File: src/rtl/rfp_pkg.sv
`default_nettype none
package rfp_pkg;

	localparam int unsigned BYTE_W   = 8;
	localparam int unsigned FLEN_W   = 24;
	localparam int unsigned PTYPE_W  = 7;
	localparam int unsigned SEQ_W    = 16;
	localparam int unsigned TS_W     = 32;
	localparam int unsigned REG_W    = 32;

	localparam int unsigned HDR_BYTES = 12;
	localparam int unsigned BEAT_W    = $clog2(HDR_BYTES + 1);

	// beat index of the payload byte; header beats run 0 .. HDR_BYTES-1
	localparam logic [BEAT_W-1:0] BEAT_PAYLOAD = BEAT_W'(HDR_BYTES);
	localparam logic [BEAT_W-1:0] BEAT_FIRST   = '0;

	// version 2, no padding, no extension, no csrc
	localparam logic [BYTE_W-1:0] RTP_VPXCC = 8'h80;

	localparam logic [REG_W-1:0] TS_STEP_RESET = REG_W'(90000 / 25);

	typedef enum logic [0:0] {
		REG_SOURCE_ID = 1'b0,
		REG_TS_STEP   = 1'b1
	} reg_idx_t;

endpackage
`default_nettype wire

File: src/rtl/rfp_if.sv
`default_nettype none
interface rfp_in_if;
	import rfp_pkg::*;

	logic               valid;
	logic               ready;
	logic [BYTE_W-1:0]  data_byte;
	logic [FLEN_W-1:0]  frame_len;
	logic [PTYPE_W-1:0] payload_type;

	modport source (output valid, data_byte, frame_len, payload_type, input ready);
	modport sink   (input valid, data_byte, frame_len, payload_type, output ready);
endinterface

interface rfp_out_if;
	import rfp_pkg::*;

	logic              valid;
	logic              ready;
	logic [BYTE_W-1:0] out_byte;
	logic              packet_end;
	logic              run_last;

	modport source (output valid, out_byte, packet_end, run_last, input ready);
	modport sink   (input valid, out_byte, packet_end, run_last, output ready);
endinterface
`default_nettype wire

File: src/rtl/rtp_frame_packetizer_core.sv
`default_nettype none
// channel   dir  payload                                    note
// frame     in   data_byte, frame_len, payload_type         one beat per frame byte
// packet    out  out_byte, packet_end, run_last             1 or 13 beats per frame byte
// cfg       in   cfg_we, cfg_index, cfg_data                write only, no wait
//
// a frame byte is taken in every cycle while packets continue and packet.ready
// is high; an opening byte waits while the one output register walks the header.
// the next byte is taken in the same cycle as the current one's last beat leaves.
// arst_n clears sequence, timestamp and frame state; source_id resets to 0 and
// timestamp_step to 3600. a stalled packet beat holds the frame channel off.
module rtp_frame_packetizer_core #(
	parameter int unsigned MAX_PAYLOAD = 1400
) (
	input  wire logic                      clk,
	input  wire logic                      arst_n,
	rfp_in_if.sink                         frame,
	rfp_out_if.source                      packet,
	input  wire logic                      cfg_we,
	input  wire logic                      cfg_index,
	input  wire logic [rfp_pkg::REG_W-1:0] cfg_data
);
	import rfp_pkg::*;

	localparam int unsigned PL_W = $clog2(MAX_PAYLOAD + 1);
	localparam logic [PL_W-1:0]   PL_MAX   = PL_W'(MAX_PAYLOAD);
	localparam logic [FLEN_W-1:0] FL_LIMIT = FLEN_W'(MAX_PAYLOAD);

	// configuration
	logic [REG_W-1:0] source_id_q;
	logic [REG_W-1:0] ts_step_q;

	// packetizer state
	logic [SEQ_W-1:0]   seq_q;
	logic [TS_W-1:0]    time_q;
	logic [FLEN_W-1:0]  frame_left_q;
	logic [PL_W-1:0]    packet_left_q;
	logic [PTYPE_W-1:0] held_type_q;

	// output register
	logic               busy_q;
	logic [BEAT_W-1:0]  beat_q;
	logic [BYTE_W-1:0]  byte_s1;
	logic               pend_s1;
	logic               marker_s1;
	logic [PTYPE_W-1:0] type_s1;
	logic [SEQ_W-1:0]   seq_s1;
	logic [TS_W-1:0]    time_s1;
	logic [REG_W-1:0]   ssrc_s1;

	logic               take;
	logic               beat_go;
	logic               last_beat;
	logic               open_frame;
	logic [FLEN_W-1:0]  fl_eff;
	logic [PTYPE_W-1:0] type_eff;
	logic [PL_W-1:0]    pl_eff;
	logic               need_hdr;
	logic               marker;
	logic [PL_W-1:0]    pl_start;
	logic [PL_W-1:0]    pl_next;
	logic [FLEN_W-1:0]  fl_next;

	assign last_beat    = (beat_q == BEAT_PAYLOAD);
	assign beat_go      = busy_q && packet.ready;
	assign frame.ready  = !busy_q || (packet.ready && last_beat);
	assign take         = frame.valid && frame.ready;

	always_comb begin
		open_frame = (frame_left_q == '0);
		if (open_frame) begin
			fl_eff   = (frame.frame_len == '0) ? FLEN_W'(1) : frame.frame_len;
			type_eff = frame.payload_type;
			pl_eff   = '0;
		end else begin
			fl_eff   = frame_left_q;
			type_eff = held_type_q;
			pl_eff   = packet_left_q;
		end
		need_hdr = (pl_eff == '0);
		marker   = (fl_eff <= FL_LIMIT);
		if (need_hdr) begin
			pl_start = marker ? fl_eff[PL_W-1:0] : PL_MAX;
		end else begin
			pl_start = pl_eff;
		end
		pl_next = pl_start - PL_W'(1);
		fl_next = fl_eff - FLEN_W'(1);
	end

	always_ff @(posedge clk or negedge arst_n) begin
		if (!arst_n) begin
			source_id_q <= '0;
			ts_step_q   <= TS_STEP_RESET;
		end else if (cfg_we) begin
			case (reg_idx_t'(cfg_index))
				REG_SOURCE_ID: source_id_q <= cfg_data;
				REG_TS_STEP:   ts_step_q   <= cfg_data;
				default:       ;
			endcase
		end
	end

	always_ff @(posedge clk or negedge arst_n) begin
		if (!arst_n) begin
			seq_q         <= '0;
			time_q        <= '0;
			frame_left_q  <= '0;
			packet_left_q <= '0;
			held_type_q   <= '0;
		end else if (take) begin
			held_type_q  <= type_eff;
			frame_left_q <= fl_next;
			if (need_hdr) begin
				seq_q <= seq_q + SEQ_W'(1);
			end
			if (fl_next == '0) begin
				// frame closes: next frame gets the stepped timestamp
				time_q        <= time_q + ts_step_q;
				packet_left_q <= '0;
			end else begin
				packet_left_q <= pl_next;
			end
		end
	end

	always_ff @(posedge clk or negedge arst_n) begin
		if (!arst_n) begin
			busy_q <= 1'b0;
			beat_q <= BEAT_FIRST;
		end else if (take) begin
			busy_q <= 1'b1;
			beat_q <= need_hdr ? BEAT_FIRST : BEAT_PAYLOAD;
		end else if (beat_go) begin
			if (last_beat) begin
				busy_q <= 1'b0;
			end else begin
				beat_q <= beat_q + BEAT_W'(1);
			end
		end
	end

	always_ff @(posedge clk) begin
		if (take) begin
			byte_s1   <= frame.data_byte;
			pend_s1   <= (pl_next == '0);
			marker_s1 <= marker;
			type_s1   <= type_eff;
			seq_s1    <= seq_q;
			time_s1   <= time_q;
			ssrc_s1   <= source_id_q;
		end
	end

	always_comb begin
		case (beat_q)
			4'd0:    packet.out_byte = RTP_VPXCC;
			4'd1:    packet.out_byte = {marker_s1, type_s1};
			4'd2:    packet.out_byte = seq_s1[15:8];
			4'd3:    packet.out_byte = seq_s1[7:0];
			4'd4:    packet.out_byte = time_s1[31:24];
			4'd5:    packet.out_byte = time_s1[23:16];
			4'd6:    packet.out_byte = time_s1[15:8];
			4'd7:    packet.out_byte = time_s1[7:0];
			4'd8:    packet.out_byte = ssrc_s1[31:24];
			4'd9:    packet.out_byte = ssrc_s1[23:16];
			4'd10:   packet.out_byte = ssrc_s1[15:8];
			4'd11:   packet.out_byte = ssrc_s1[7:0];
			default: packet.out_byte = byte_s1;
		endcase
	end

	assign packet.valid      = busy_q;
	assign packet.packet_end = last_beat && pend_s1;
	assign packet.run_last   = last_beat;

endmodule
`default_nettype wire

File: src/flat_wrapper.sv
// flat-port wrapper written by rule: the top's interface ports become plain ports
module rtp_frame_packetizer_core_flat import rfp_pkg::*;
#(
	parameter int unsigned MAX_PAYLOAD = 1400
)
  (clk, arst_n, cfg_we, cfg_index, cfg_data, frame_valid, frame_data_byte, frame_frame_len, frame_payload_type, frame_ready, packet_valid, packet_out_byte, packet_packet_end, packet_run_last, packet_ready);
  rfp_in_if frame_i ();
  rfp_out_if packet_i ();
  input  wire logic clk;
  input  wire logic arst_n;
  input  wire logic cfg_we;
  input  wire logic cfg_index;
  input  wire logic [rfp_pkg::REG_W-1:0] cfg_data;
  input wire logic [$bits(frame_i.valid)-1:0] frame_valid;
  input wire logic [$bits(frame_i.data_byte)-1:0] frame_data_byte;
  input wire logic [$bits(frame_i.frame_len)-1:0] frame_frame_len;
  input wire logic [$bits(frame_i.payload_type)-1:0] frame_payload_type;
  output wire logic [$bits(frame_i.ready)-1:0] frame_ready;
  output wire logic [$bits(packet_i.valid)-1:0] packet_valid;
  output wire logic [$bits(packet_i.out_byte)-1:0] packet_out_byte;
  output wire logic [$bits(packet_i.packet_end)-1:0] packet_packet_end;
  output wire logic [$bits(packet_i.run_last)-1:0] packet_run_last;
  input wire logic [$bits(packet_i.ready)-1:0] packet_ready;
  assign frame_i.valid = frame_valid;
  assign frame_i.data_byte = frame_data_byte;
  assign frame_i.frame_len = frame_frame_len;
  assign frame_i.payload_type = frame_payload_type;
  assign frame_ready = frame_i.ready;
  assign packet_valid = packet_i.valid;
  assign packet_out_byte = packet_i.out_byte;
  assign packet_packet_end = packet_i.packet_end;
  assign packet_run_last = packet_i.run_last;
  assign packet_i.ready = packet_ready;
  rtp_frame_packetizer_core #(.MAX_PAYLOAD(MAX_PAYLOAD)) u_core (.clk(clk), .arst_n(arst_n), .frame(frame_i), .packet(packet_i), .cfg_we(cfg_we), .cfg_index(cfg_index), .cfg_data(cfg_data));
endmodule
File: config.mk
export PLATFORM = sky130hd
export DESIGN_NAME = rtp_frame_packetizer_core_flat
export DESIGN_NICKNAME = d
export VERILOG_FILES = /design/src/rtl/rfp_pkg.sv /design/src/rtl/rfp_if.sv /design/src/rtl/rtp_frame_packetizer_core.sv /design/src/flat_wrapper.sv
export SDC_FILE = /design/constraint.sdc
export NUM_CORES = 1
export LEC_CHECK = 0
export ABC_AREA = 1
export BUFFER_PORTS_ARGS = -buffer_cell sky130_fd_sc_hd__buf_2
export CAP_MARGIN = 20
export CORE_ASPECT_RATIO = 2
export CORE_UTILIZATION = 35
export DETAILED_ROUTE_END_ITERATION = 16
export PLACE_DENSITY = 0.52
export SYNTH_ARGS = -nofsm -noshare
export SYNTH_HDL_FRONTEND = slang
export SYNTH_SLANG_ARGS = --single-unit
File: constraint.sdc
create_clock -name clk -period 4.5 [get_ports clk]
set_input_delay 0.675 -clock clk [delete_from_list [all_inputs] [get_ports clk]]
set_output_delay 0.675 -clock clk [all_outputs]
set_load 0.01 [all_outputs]
==> flow_summary.json <==
{
  "overflow": 0,
  "critical_path.max_fanout": 13,
  "netlist_instances": 1568,
  "async_flop_share_pct": 62.1,
  "fin_cells": 2202,
  "first_iter_violations": 648,
  "power_density_nw_per_um2": 482,
  "layout_commonest_cell": "nand2_1",
  "slew_headroom_pct": 34.8,
  "clk-insertion-delay-late_ns": 0.55,
  "synthFlopType": "dfrtp_1",
  "rows": 101,
  "dp.cells": 2154,
  "rsz0062_at_grt": "no",
  "ys_ff_latch": 256,
  "wl_um": 40800,
  "worstPathArrival_ns": 3.18,
  "yosysTopAreaCellShare_pct": 28.5,
  "synth_top_cells_by_area": "dfrtp_1, edfxtp_1, nand2_1",
  "drc": 0,
  "gp_congestion": 0.974,
  "syn_area_um2": 13600,
  "core_area_um2": 38200,
  "areaGrowthSynthToFinish_pct": 14.3,
  "cts_setup_buffers": 0,
  "start_util_pct": 35.6,
  "grt_pass1_vias": 11400,
  "start_kind": "flip-flop",
  "postCtsHoldBufs": 0,
  "final_cell_mix": "nand2_1, inv_1, dfrtp_1",
  "worstMarginPinSlew_ns": 0.978,
  "totalPowerFinal_mw": 7.48,
  "nets": 1787,
  "fmax_mhz": 260,
  "route.vias.total": 10900,
  "die_h_um": 281,
  "grt_start_max_net_pins": 92,
  "clockRootBuffer": "clkbuf_16",
  "cts_max_level": 1,
  "clk_pin_slew_worst_paths_ns": 0.07,
  "insertedDiodeCount": 0,
  "fin_area_um2": 15500,
  "synth_nets": 1687,
  "grt_usage_pct": 21.4,
  "ys_warn_count": 0,
  "die_width_um": 141,
  "cts_resized": 0,
  "synth.largest_area_cell": "dfrtp_1",
  "antenna_found_initial": 0,
  "crit_required_ns": 3.83,
  "first_pass_iters": 5,
  "slew_viol_final": 0,
  "final.setup.tns_ns": 0,
  "viasPerCell": 4.96,
  "clock_sinks": 256,
  "drive_gt1_share_pct": 13.9,
  "critPathKind": "reg2out",
  "cap_violations": 0,
  "fin_crit_sh_pct": 85.6,
  "place_hpwl_um": 31600,
  "ios": 89,
  "io_buffers": 88,
  "tritoncts": "done",
  "synth-edff-count": 97,
  "hold_viol": 0,
  "clk_path_buf_depth": 3,
  "avgSynthCellArea_um2": 8.67,
  "ys_types": 52,
  "numCtsBuffers": 25,
  "whs_ns": 0.183,
  "hold_path.class": "in2async",
  "endpoint_kind": "output pin",
  "fin_crit_ns": 3.85,
  "ir_drop_mv": 0.388,
  "dpl_cell_area_um2": 14700,
  "post_drt_wl_per_cell_um": 18.5,
  "fin_worst_skew_ns": 0.0131,
  "leakage_nw": 7.32,
  "yosysSeqAreaShare_pct": 50.8,
  "setup_viol": 0,
  "grt_pass1_wl_um": 63700,
  "status": "finished, final reports clean",
  "die-area_um2": 39700,
  "ant_nets": 0
}
==> worst paths after layout <==
check | startpoint | end | slack, ns | depth (start not counted)
max | u_core.beat_q[0]$_DFFE_PN0P_ | packet_out_byte[6] | 0.65 | 9
min | arst_n | u_core.frame_left_q[7]$_DFFE_PN0P_ | 0.18 | 1
max reg2reg | u_core.frame_left_q[7]$_DFFE_PN0P_ | u_core.time_q[25]$_DFFE_PN0P_ | 0.69 | 25
min reg2reg | u_core.source_id_q[21]$_DFFE_PN0P_ | u_core.ssrc_s1[21]$_DFFE_PP_ | 0.45 | 0
max in group asynchronous | arst_n | u_core.ts_step_q[4]$_DFFE_PN1P_ | 3.27 | 2
min in group clk | frame_data_byte[0] | u_core.byte_s1[0]$_DFFE_PP_ | 0.30 | 1
==> cells in the mapped netlist (all sizes together), types with 4 or more instances <==
master / number
o21bai: 7
dfstp: 4
a21oi: 47
nor3: 15
dfrtp: 155
a41oi: 5
nand3: 76
a221oi: 16
nand2: 443
xnor2: 15
buf: 17
nand4: 51
a21o: 4
a22o: 13
xor2: 38
nor2: 145
ha: 41
clkbuf: 21
inv: 192
o21ai: 138
edfxtp: 97
==> area by class of cell <==
class                           count  area [um^2]
Multi-Input combinational cell   1079         5770
Inverter                          195          737
Tap cell                          515          644
Timing Repair Buffer              111          682
Sequential cell                   256         6900
Fill cell                        3943        22600
Clock buffer                       35          693
Clock inverter                     11          110
==> critical path, cell delays in order, from the launching register on <==
cell and delay, ns:
dfrtp_1 0.42, inv_1 0.13, ha_1 0.23, inv_1 0.10, nor2_1 0.55, inv_1 0.09
nand3_1 0.55, nor2_1 0.09, a41oi_1 0.28, buf_2 0.19
==> stage by stage <==
step | utilization [%] | setup WS [ns]
after floorplan | - | 0.813
after global placement | 38.5 | 0.546
after detailed placement | 38.5 | 0.525
after CTS | 40.6 | 0.546
after global routing | 40.7 | 0.375
final | 40.7 | 0.649
==> routing by layer <==
layer	up-vias	wire (um)	track usage (%)
li1	5415	-	-
met1	5166	14100	20.5
met2	248	23100	43.0
met3	103	1080	1.99
met4	0	2470	12.6
met5	-	0	0
==> cell families (layout without fill, tap and decap cells) <==
logic type / after synthesis / after routing / synth area share, %
AOI/OAI and AO/OA: 248 / 248 / 10.9
xor gates and xnor gates: 53 / 53 / 3.47
adders and majority gates: 42 / 42 / 3.92
buffers and inverters: 233 / 352 / 6.85
DFF: 256 / 256 / 50.8
and+or+nand+nor: 736 / 736 / 24.1
==> power breakdown <==
part | leakage, nW | total, mW | internal (mW) | switching [mW]
clock | 0.379 | 2.09 | 1.19 | 0.898
sequential | 2.90 | 2.90 | 2.71 | 0.189
combinational | 4.04 | 2.50 | 0.806 | 1.69
total | 7.32 | 7.48 | 4.70 | 2.78
==> registers in the layout, indices dropped and copies added (netlist names) <==
signal and flops:
u_core.time_s1 32, u_core.seq_s1 16, u_core.packet.valid 1, u_core.time_q 32
u_core.marker_s1 1, u_core.byte_s1 8, u_core.ssrc_s1 32, u_core.packet_left_q 11
u_core.pend_s1 1, u_core.seq_q 16, u_core.held_type_q 7, u_core.beat_q 4
u_core.source_id_q 32, u_core.frame_left_q 24, u_core.type_s1 7, u_core.ts_step_q 32
(Power assumes the default switching activity.)
